--- src/nds_pkg.sv ---
// Package for the neuron block: sizes, number formats, FSM and status types.
// No dependencies.
package nds_pkg;

    localparam int MAX_INPUTS = 64;
    localparam int DATA_W     = 16;
    localparam int FRAC_IN    = DATA_W - 4;
    localparam int OUT_FRAC   = DATA_W - 1;
    localparam int ACC_W      = 40;
    localparam int DEPTH      = MAX_INPUTS + 1;
    localparam int ADDR_W     = $clog2(DEPTH);
    localparam int CNT_W      = $clog2(OUT_FRAC + 1);
    localparam int REM_W      = ACC_W + 1;
    localparam int PROD_W     = 2 * DATA_W;

    // Operation codes on the request channel
    localparam logic OP_WEIGHT  = 1'b0;
    localparam logic OP_ELEMENT = 1'b1;

    typedef enum logic [2:0] {
        ST_IDLE,
        ST_BIAS,
        ST_MAC,
        ST_ACC,
        ST_DSTART,
        ST_DIV,
        ST_OUT
    } t_state;

    typedef struct packed {
        logic busy;
        logic done;
    } t_div_stat;

    // Count register clamped to 1 .. MAX_INPUTS
    function automatic logic [ADDR_W-1:0] eff_count(input logic [ADDR_W-1:0] cnt);
        logic [ADDR_W-1:0] res;
        if (cnt == '0) begin
            res = ADDR_W'(1);
        end else if (cnt > ADDR_W'(MAX_INPUTS)) begin
            res = ADDR_W'(MAX_INPUTS);
        end else begin
            res = cnt;
        end
        return res;
    endfunction

endpackage

--- src/nds_wmem.sv ---
// Weight table: one write port, one read port with registered data.
// Depends on nds_pkg.
module nds_wmem import nds_pkg::*; (
    input  logic              i_clk,
    input  logic              i_we,
    input  logic [ADDR_W-1:0] i_waddr,
    input  logic [DATA_W-1:0] i_wdata,
    input  logic [ADDR_W-1:0] i_raddr,
    output logic [DATA_W-1:0] o_rdata
);

    logic [DATA_W-1:0] r_mem [DEPTH];
    logic [DATA_W-1:0] r_rdata;

    // write port
    always_ff @(posedge i_clk) begin
        if (i_we) begin
            r_mem[i_waddr] <= i_wdata;
        end
    end

    // read port, registered data
    always_ff @(posedge i_clk) begin
        r_rdata <= r_mem[i_raddr];
    end

    assign o_rdata = r_rdata;

endmodule

--- src/nds_softsign.sv ---
// Softsign unit: restoring divide of |acc| by (1 + |acc|), one bit per cycle.
// Depends on nds_pkg.
module nds_softsign import nds_pkg::*; (
    input  logic              i_clk,
    input  logic              i_rst_n,
    input  logic              i_start,
    input  logic [ACC_W-1:0]  i_acc,
    output t_div_stat         o_stat,
    output logic [DATA_W-1:0] o_result
);

    logic [REM_W-1:0]    r_rem, n_rem;
    logic [REM_W-1:0]    r_den;
    logic [OUT_FRAC-1:0] r_q;
    logic                r_neg;
    logic [CNT_W-1:0]    r_cnt;
    logic                r_busy, r_done;

    logic [ACC_W-1:0]    mag;
    logic [REM_W:0]      shifted, diff;
    logic                ge;
    logic [DATA_W-1:0]   q_ext;

    // magnitude of the start operand
    assign mag = i_acc[ACC_W-1] ? (~i_acc + 1'b1) : i_acc;

    // one restoring step
    always_comb begin
        shifted = {r_rem, 1'b0};
        diff    = shifted - {1'b0, r_den};
        ge      = shifted >= {1'b0, r_den};
        n_rem   = ge ? diff[REM_W-1:0] : shifted[REM_W-1:0];
    end

    // control: busy and a done pulse after the last bit
    always_ff @(posedge i_clk) begin
        if (!i_rst_n) begin
            r_busy <= 1'b0;
            r_done <= 1'b0;
            r_cnt  <= '0;
        end else begin
            r_done <= 1'b0;
            if (i_start) begin
                r_busy <= 1'b1;
                r_cnt  <= '0;
            end else if (r_busy) begin
                r_cnt <= r_cnt + 1'b1;
                if (r_cnt == CNT_W'(OUT_FRAC - 1)) begin
                    r_busy <= 1'b0;
                    r_done <= 1'b1;
                end
            end
        end
    end

    // datapath
    always_ff @(posedge i_clk) begin
        if (i_start) begin
            r_neg <= i_acc[ACC_W-1];
            r_rem <= {1'b0, mag};
            r_den <= {1'b0, mag} + (REM_W'(1) << (2 * FRAC_IN));
            r_q   <= '0;
        end else if (r_busy) begin
            r_rem <= n_rem;
            r_q   <= {r_q[OUT_FRAC-2:0], ge};
        end
    end

    // sign applied after truncation
    assign q_ext    = {1'b0, r_q};
    assign o_result = r_neg ? (~q_ext + 1'b1) : q_ext;
    assign o_stat   = '{busy: r_busy, done: r_done};

endmodule

--- src/neuron_dot_product_softsign.sv ---
// Top level of the neuron: request sequencer, MAC datapath, output register.
// Depends on nds_pkg, nds_wmem, nds_softsign.
//
//  channel   handshake                      payload
//  request   i_in_valid / o_in_ready        i_op, i_index, i_value
//  result    o_out_valid / i_out_ready      o_activation
//  config    i_cfg_wr_en                    i_cfg_wr_data
//
// Weight write: stays in ST_IDLE. Element: ST_MAC, then ST_ACC; ST_BIAS comes first for
// the first of an evaluation (the single read port of the weight table fetches the bias
// first). Last element adds start, 15 divide steps (one quotient bit each), done, load.
// Synchronous reset clears control state and the accumulator, not the weight table.
// A stalled result holds in the output register; requests are taken meanwhile, and the
// next result waits in ST_OUT, taking no requests, until the register frees up.
module neuron_dot_product_softsign import nds_pkg::*; (
    input  logic              i_clk,
    input  logic              i_rst_n,
    input  logic              i_in_valid,
    output logic              o_in_ready,
    input  logic              i_op,
    input  logic [ADDR_W-1:0] i_index,
    input  logic [DATA_W-1:0] i_value,
    output logic              o_out_valid,
    input  logic              i_out_ready,
    output logic [DATA_W-1:0] o_activation,
    input  logic              i_cfg_wr_en,
    input  logic [ADDR_W-1:0] i_cfg_wr_data
);

    t_state             r_state, n_state;
    logic [ADDR_W-1:0]  r_count;
    logic [ADDR_W-1:0]  r_pos, n_pos;
    logic [ACC_W-1:0]   r_acc, n_acc;
    logic [DATA_W-1:0]  r_val;
    logic [PROD_W-1:0]  r_prod;
    logic               r_out_valid, n_out_valid;
    logic [DATA_W-1:0]  r_act;

    logic [ADDR_W-1:0]  cnt_eff;
    logic [ADDR_W-1:0]  pos_eff;
    logic [ADDR_W-1:0]  pos_inc;
    logic               accept;
    logic               mem_we;
    logic [ADDR_W-1:0]  mem_raddr;
    logic [DATA_W-1:0]  mem_rdata;
    logic               div_start;
    t_div_stat          div_stat;
    logic [DATA_W-1:0]  div_result;
    logic               out_load;

    assign cnt_eff = eff_count(r_count);
    assign pos_eff = (r_pos >= cnt_eff) ? '0 : r_pos;
    assign pos_inc = r_pos + 1'b1;
    assign accept  = i_in_valid && o_in_ready;
    assign mem_we  = accept && (i_op == OP_WEIGHT) && (i_index <= ADDR_W'(MAX_INPUTS));

    nds_wmem u_wmem (
        .i_clk   (i_clk),
        .i_we    (mem_we),
        .i_waddr (i_index),
        .i_wdata (i_value),
        .i_raddr (mem_raddr),
        .o_rdata (mem_rdata)
    );

    nds_softsign u_softsign (
        .i_clk    (i_clk),
        .i_rst_n  (i_rst_n),
        .i_start  (div_start),
        .i_acc    (r_acc),
        .o_stat   (div_stat),
        .o_result (div_result)
    );

    // state register and control
    always_ff @(posedge i_clk) begin
        if (!i_rst_n) begin
            r_state     <= ST_IDLE;
            r_count     <= ADDR_W'(1);
            r_pos       <= '0;
            r_acc       <= '0;
            r_out_valid <= 1'b0;
        end else begin
            r_state     <= n_state;
            r_out_valid <= n_out_valid;
            if (i_cfg_wr_en) begin
                r_count <= i_cfg_wr_data;
                r_pos   <= '0;
                r_acc   <= '0;
            end else begin
                r_pos <= n_pos;
                r_acc <= n_acc;
            end
        end
    end

    // payload registers
    always_ff @(posedge i_clk) begin
        if (accept) begin
            r_val <= i_value;
        end
        if (r_state == ST_MAC) begin
            r_prod <= PROD_W'($signed(r_val) * $signed(mem_rdata));
        end
        if (out_load) begin
            r_act <= div_result;
        end
    end

    // next state, memory address, accumulator update
    always_comb begin
        n_state     = r_state;
        n_pos       = r_pos;
        n_acc       = r_acc;
        mem_raddr   = r_pos;
        div_start   = 1'b0;
        out_load    = 1'b0;
        o_in_ready  = 1'b0;
        n_out_valid = r_out_valid && !i_out_ready;
        unique case (r_state)
            ST_IDLE: begin
                o_in_ready = 1'b1;
                mem_raddr  = (pos_eff == '0) ? cnt_eff : pos_eff;
                if (i_in_valid && (i_op == OP_ELEMENT)) begin
                    n_pos   = pos_eff;
                    n_state = (pos_eff == '0) ? ST_BIAS : ST_MAC;
                end
            end
            ST_BIAS: begin
                // bias aligned to the product format
                n_acc     = {{(ACC_W - DATA_W - FRAC_IN){mem_rdata[DATA_W-1]}},
                             mem_rdata, {FRAC_IN{1'b0}}};
                mem_raddr = r_pos;
                n_state   = ST_MAC;
            end
            ST_MAC: begin
                n_state = ST_ACC;
            end
            ST_ACC: begin
                n_acc = r_acc + {{(ACC_W - PROD_W){r_prod[PROD_W-1]}}, r_prod};
                if (pos_inc < cnt_eff) begin
                    n_pos   = pos_inc;
                    n_state = ST_IDLE;
                end else begin
                    n_pos   = '0;
                    n_state = ST_DSTART;
                end
            end
            ST_DSTART: begin
                div_start = 1'b1;
                n_state   = ST_DIV;
            end
            ST_DIV: begin
                if (div_stat.done) begin
                    n_state = ST_OUT;
                end
            end
            ST_OUT: begin
                if (!r_out_valid || i_out_ready) begin
                    out_load    = 1'b1;
                    n_out_valid = 1'b1;
                    n_acc       = '0;
                    n_state     = ST_IDLE;
                end
            end
            default: begin
                n_state = ST_IDLE;
            end
        endcase
    end

    assign o_out_valid  = r_out_valid;
    assign o_activation = r_act;

endmodule

--- config.mk ---
export PLATFORM = sky130hd
export DESIGN_NAME = neuron_dot_product_softsign
export DESIGN_NICKNAME = d
export VERILOG_FILES = /design/src/nds_pkg.sv /design/src/nds_wmem.sv /design/src/nds_softsign.sv /design/src/neuron_dot_product_softsign.sv
export SDC_FILE = /design/constraint.sdc
export NUM_CORES = 2
export LEC_CHECK = 0
export ABC_AREA = 1
export BUFFER_PORTS_ARGS = -buffer_cell sky130_fd_sc_hd__buf_4
export CAP_MARGIN = 25
export CORE_UTILIZATION = 64
export CTS_BUF_LIST = sky130_fd_sc_hd__clkbuf_4 sky130_fd_sc_hd__clkbuf_8 sky130_fd_sc_hd__clkbuf_16
export DETAILED_ROUTE_END_ITERATION = 10
export PLACE_DENSITY_LB_ADDON = 0.25
export RECOVER_POWER = 25
export SKIP_CTS_REPAIR_TIMING = 1
export SYNTH_ARGS = -nofsm -noshare
export SYNTH_HDL_FRONTEND = slang
export SYNTH_SLANG_ARGS = --single-unit
--- constraint.sdc ---
create_clock -name i_clk -period 8.4 [get_ports i_clk]
set_input_delay 1.68 -clock i_clk [delete_from_list [all_inputs] [get_ports i_clk]]
set_output_delay 1.68 -clock i_clk [all_outputs]
set_load 0.02 [all_outputs]
# Word level (Yosys, flattened, before mapping)

Memories as Yosys holds them, arrays and structs flattened. A register that Yosys moved wholly into a read port is not among the register bits.
Cells that the tools add are included.
W data, S select, Z words.

Add/sub/neg operators: 7
Multipliers: 1
$lt $le $gt $ge: 5
Equal/unequal tests: 10
Multiplexer cells: 33
Bitwise logic cells: 5
Reduce and logical (&&, ||, !) cells: 20

Operators by type and width:

| cell                     | count |
|---|---|
| $mux W40                 | 4 |
| $pmux W40 S3             | 1 |
| $mux W7                  | 7 |
| $ge A42 B41 Y1           | 1 |
| $add A40 B25 Y41 const B | 1 |
| $mux W41                 | 1 |
| $sub A41 B41 Y41         | 1 |
| $add A40 B1 Y40 const B  | 1 |
| $add A40 B40 Y40         | 1 |
| $not A40 Y40             | 1 |
| $mul A16 B16 Y32         | 1 |
| $pmux W3 S7              | 1 |
| $add A16 B1 Y16 const B  | 1 |
| $not A15 Y16             | 1 |
| $mux W15                 | 1 |
| $logic_not A7 Y1         | 2 |
| $pmux W7 S2              | 1 |
| $mux W1                  | 12 |
| $mux W3                  | 4 |
| $eq A3 B3 Y1 const B     | 3 |
| $add A7 B1 Y7 const B    | 1 |
| $ge A7 B7 Y1             | 1 |
| $gt A7 B7 Y1 const B     | 1 |
| $le A7 B7 Y1 const B     | 1 |
| other kinds (19)         | 31 |

Flip-flop bits (word level): 226
RAM bits: 1040
Input bits: 36
Output and inout bits: 18
Word-level logic and storage cells: 99
Memories kept: 1

Memory list:

| memory       | depth | bits a word | read ports | clocked after Yosys merged registers in | write ports | RTL line       | RTL |
|---|---|---|---|---|---|---|---|
| u_wmem.r_mem | 65    | 16          | 1          | 1                                       | 1           | nds_wmem.sv:12 | `logic [DATA_W-1:0] r_mem [DEPTH];` |

# Logic depth before layout (Yosys ltp)

Word-level depth: 9
Gate-level depth with buffers: 31
Mapped depth without buffers: 29

# Cells and area by module

From an unflattened synthesis, not the netlist that was laid out.

Cell total of the unflattened synthesis: 7353
Area total of the unflattened synthesis: 70137.3 um^2

By module, submodules not included:

| module                      | instances | cells an instance | area an instance (um^2) | sequential area each (um^2) |
|---|---|---|---|---|
| nds_wmem                    | 1         | 3541              | 42741.0                 | 31550.3 |
| neuron_dot_product_softsign | 1         | 2491              | 18343.8                 | 3083.0 |
| nds_softsign                | 1         | 1321              | 9052.4                  | 2902.8 |

# Worst setup path after synthesis

OpenSTA, ideal clock, no wires.

Path type: reg-to-reg
Start: register u_wmem.r_rdata[9] (netlist: u_wmem.o_rdata[9]), read port of u_wmem.r_mem
End: register r_prod[29] (data pin)
Setup time: 0.259 ns
Arrival: 5.655 ns
Required time: 8.141 ns
Setup slack: 2.486 ns
Stages on the path, launching flop included: 29
Buffers on the path: 2
Clock period less this slack: 5.914 ns
Path through: dfxtp_1 clkbuf_1 clkbuf_1 nand2_1 fa_1 inv_1 fa_1 inv_1 fa_1 inv_1 fa_1 fa_1 inv_1 fa_1 inv_1 ha_1 a21oi_1 o21ai_0 inv_1 nand2_1 a21oi_1 o21bai_1 nand2_1 nand2_1 nand2_1 nand2_1 nand2_1 nand2_1 xor2_1

Cells in the longest elaborated chain, start to end: 1

RTL lines:

| what                   | RTL line                           | RTL |
|---|---|---|
| start: declaration     | nds_wmem.sv:13                     | `logic [DATA_W-1:0] r_rdata;` |
| $mul A16 B16 Y32       | neuron_dot_product_softsign.sv:103 | `r_prod <= PROD_W'($signed(r_val) * $signed(mem_rdata));` |
| end signal: assignment | neuron_dot_product_softsign.sv:103 |  |
| end: declaration       | neuron_dot_product_softsign.sv:35  | `logic [PROD_W-1:0] r_prod;` |

Every way passes these cells.
A chain may end at the register's enable or synchronous reset.

# Worst setup path after layout

Start: register u_wmem.r_rdata[1] (netlist: u_wmem.o_rdata[1]), read port of u_wmem.r_mem
End: register r_prod[30] (data pin)

Same word-level chain as after synthesis.

==> results.toml <==
[sta]
tightest_slew_ns = 3.86
slew_headroom_pct = -157
fin_crit_sh_pct = 79.3
fin_setup_tns_ns = 0
fin_hold_ws_ns = 0.449
finalSetupViolations = 0
fin_skew_ns = 0.0528
rsz0062_at_grt = "false"
min_period_ns = 6.66
drv_slew = 1104
clock.fmax_mhz = 150
hold_violations = 0

[placed_design]
gp_congestion = 0.971
hpwl_mm = 118
port_buffers = 53

[route]
drt-initial-drc-count = 6737
drc = 0
routedWlPerCell_microns = 21.3
dr.pass1.iters = 7
vias = 53200
drt-total-wl_mm = 190
vias_per_cell = 5.96
ant_nets = 0

[global_route]
grt_pass1_vias = 52200
grtUsageMet3_pct = 5.53
grt_usage_pct = 33.7
grt_use_met1_pct = 45.1
antenna_found_initial = 6
grt_pass1_wl_mm = 293
top_usage_layer = "met2"
grt.overflow.total = 0
met2_usage_pct = 53.7
grt_max_degree = 195

[die]
start_util_pct = 64.8
core_sq_mm = 0.111
fp.dieArea_sq_mm = 0.114
ioPinCount = 54
num_rows = 122
die_h_microns = 337
die_width_microns = 337

[flow_run]
drv_cap = 17

[worst_setup_path]
r2r-start = "u_wmem.o_rdata[1]"
worstPathMaxFanout = 17
startpoint_type = "flip-flop"
crit_path_start = "u_wmem.o_rdata[1]"
crit_path_end_kind = "flip-flop"
worstPathRequired_ns = 8.86
worstPathArrival_ns = 7.12
crit_type = "flip-flop to flip-flop"

[run_status]
violations = "capacitance limit, slew limit"
status = "complete, but fails checks"

[yosys]
ys_async_sr_fraction_pct = 0
synth-main-ff-cell = "edfxtp_1"
synth_enable_flop_cells = 1186
yosysSeqAreaShare_pct = 52.2
yosysUniqueCellTypes = 57
synth.avg_cell_area_sq_um = 9.70
synthTopCellsByCount = "inv_1, nand2_1, nand3_1"
synth_nets = 7897
syn_inst = 7415
synth_area_leaders = "edfxtp_1, nand3_1, fa_1"
netlist.area_leader.share_pct = 49.5
ys_ff_latch = 1282
yosys.area.top_type = "edfxtp_1"
post-synth-top-count-cell = "inv_1"
ys_warn_count = 0
synth.cell_area_sq_mm = 0.0719

[final_layout]
final_nets = 7813
drive_gt1_share_pct = 5.67
area_growth_pct = 8.15
fill_cells = 8032

[clock_network]
cts_sinks = 1282
htree_levels = 4
cts_buffers = 135
cts_tree = "yes"
clk_pin_slew_worst_paths_ns = 0.06
clock_path_buffers = 3
worstSkewPairLatency_ns = 0.76
root_buffer = "clkbuf_16"

[hold_path]
hold_class = "flip-flop to flip-flop"
holdCritStartpoint = "u_wmem.r_mem[64][6]"
-- layout make-up --
cell class              instances  area, sq um  share of cell area [%]
clock inverters                73          793                    1.02
repair buffers                155         1220                    1.57
diodes                          3         7.51                 0.00965
inverters                    1314         4940                    6.36
multi-input cells            4443        27600                    35.5
flip-flops and latches       1282        37500                    48.3
well taps                    1488         1860                    2.39
clock buffers                 174         3780                    4.86
-- kinds of logic after synthesis --
group	synth area share (%)
simple gates	21.6
xor+xnor	1.69
compound gates	4.43
other cells	0.00521
fa+ha+maj	10.5
flops	52.2
buf+inv	9.53
-- per-layer routing --
layer	up-vias	wire, microns
met5	-	17
met3	502	18700
li1	24400	-
met4	2	9070
met1	25500	73500
met2	2879	88900
-- cells in the final DEF (no fill, tap or decap), types with 5 or more instances in the layout --
| cell type | count |
|---|---|
| dfxtp_1 | 96 |
| or2_2 | 21 |
| nand3_1 | 1189 |
| nand3b_1 | 381 |
| inv_6 | 5 |
| clkbuf_16 | 139 |
| a221oi_1 | 9 |
| a21oi_1 | 219 |
| nor2_2 | 14 |
| clkinv_8 | 5 |
| edfxtp_1 | 1186 |
| o211ai_1 | 16 |
| nor2_1 | 287 |
| a22oi_1 | 14 |
| buf_12 | 7 |
| inv_1 | 1306 |
| clkbuf_4 | 30 |
| ha_1 | 182 |
| clkbuf_1 | 22 |
| xor2_1 | 94 |
| clkinv_2 | 25 |
| a21o_1 | 20 |
| clkbuf_8 | 6 |
| a31oi_1 | 41 |
| buf_4 | 121 |
| clkinv_1 | 24 |
| nor4_1 | 17 |
| bufinv_16 | 12 |
| fa_1 | 264 |
| o21bai_1 | 7 |
| o21ai_0 | 209 |
| nand4_1 | 24 |
| nor3_1 | 35 |
| o21a_1 | 9 |
| nand2_1 | 1303 |
| xnor2_1 | 43 |
-- worst max-delay path, cell delays in order (launching register included) --
cell and delay, ns:
dfxtp_1 0.82, nand2_1 0.21, inv_1 0.16, fa_1 0.55, fa_1 0.93, fa_1 0.54, fa_1 0.53, fa_1 0.54
inv_1 0.05, fa_1 0.52, inv_1 0.04, ha_1 0.37, nand2_1 0.15, nor2_1 0.17, inv_1 0.05, nor2_1 0.11
nand2_1 0.06, o2111ai_1 0.31, nand2_1 0.10, nand2_1 0.08, xor2_1 0.06
-- path summary, 6_finish.rpt --
check                      endpoint  slack (ns)  cells after the start
setup reg to reg         r_prod[30]        1.74                     20
setup / recovery         r_prod[30]        1.74                     20
hold reg to reg   u_wmem.o_rdata[6]        0.45                      2
hold / removal    u_wmem.o_rdata[6]        0.45                      2
-- sequential cells by signal, indices dropped and copies added, names as in the netlist, 4 cells and up --
name	cells
u_softsign.r_rem	41
u_wmem.r_mem	1040
u_softsign.r_cnt	4
r_val	16
r_prod	32
r_pos	7
o_activation	16
u_softsign.r_q	15
r_count	7
r_acc	40
u_wmem.o_rdata	16
u_softsign.r_den	41
-- through the flow --
step | util [%] | setup slack [ns] | instances | instance area [sq um]
final | 70.1 | 1.74 | 8932 | 77800
after global routing | 70.1 | 1.44 | 8932 | 77800
after CTS | 70.1 | 1.79 | 8925 | 77800
after detailed placement | 66.0 | 1.85 | 8678 | 73200
after global placement | 66.0 | 1.98 | 8677 | 73200
after floorplan | - | 2.49 | 7415 | 71900
Power is left out: the tool's default activity adds up to more than one toggle a clock period on the data nets, which glitch-free logic cannot reach.
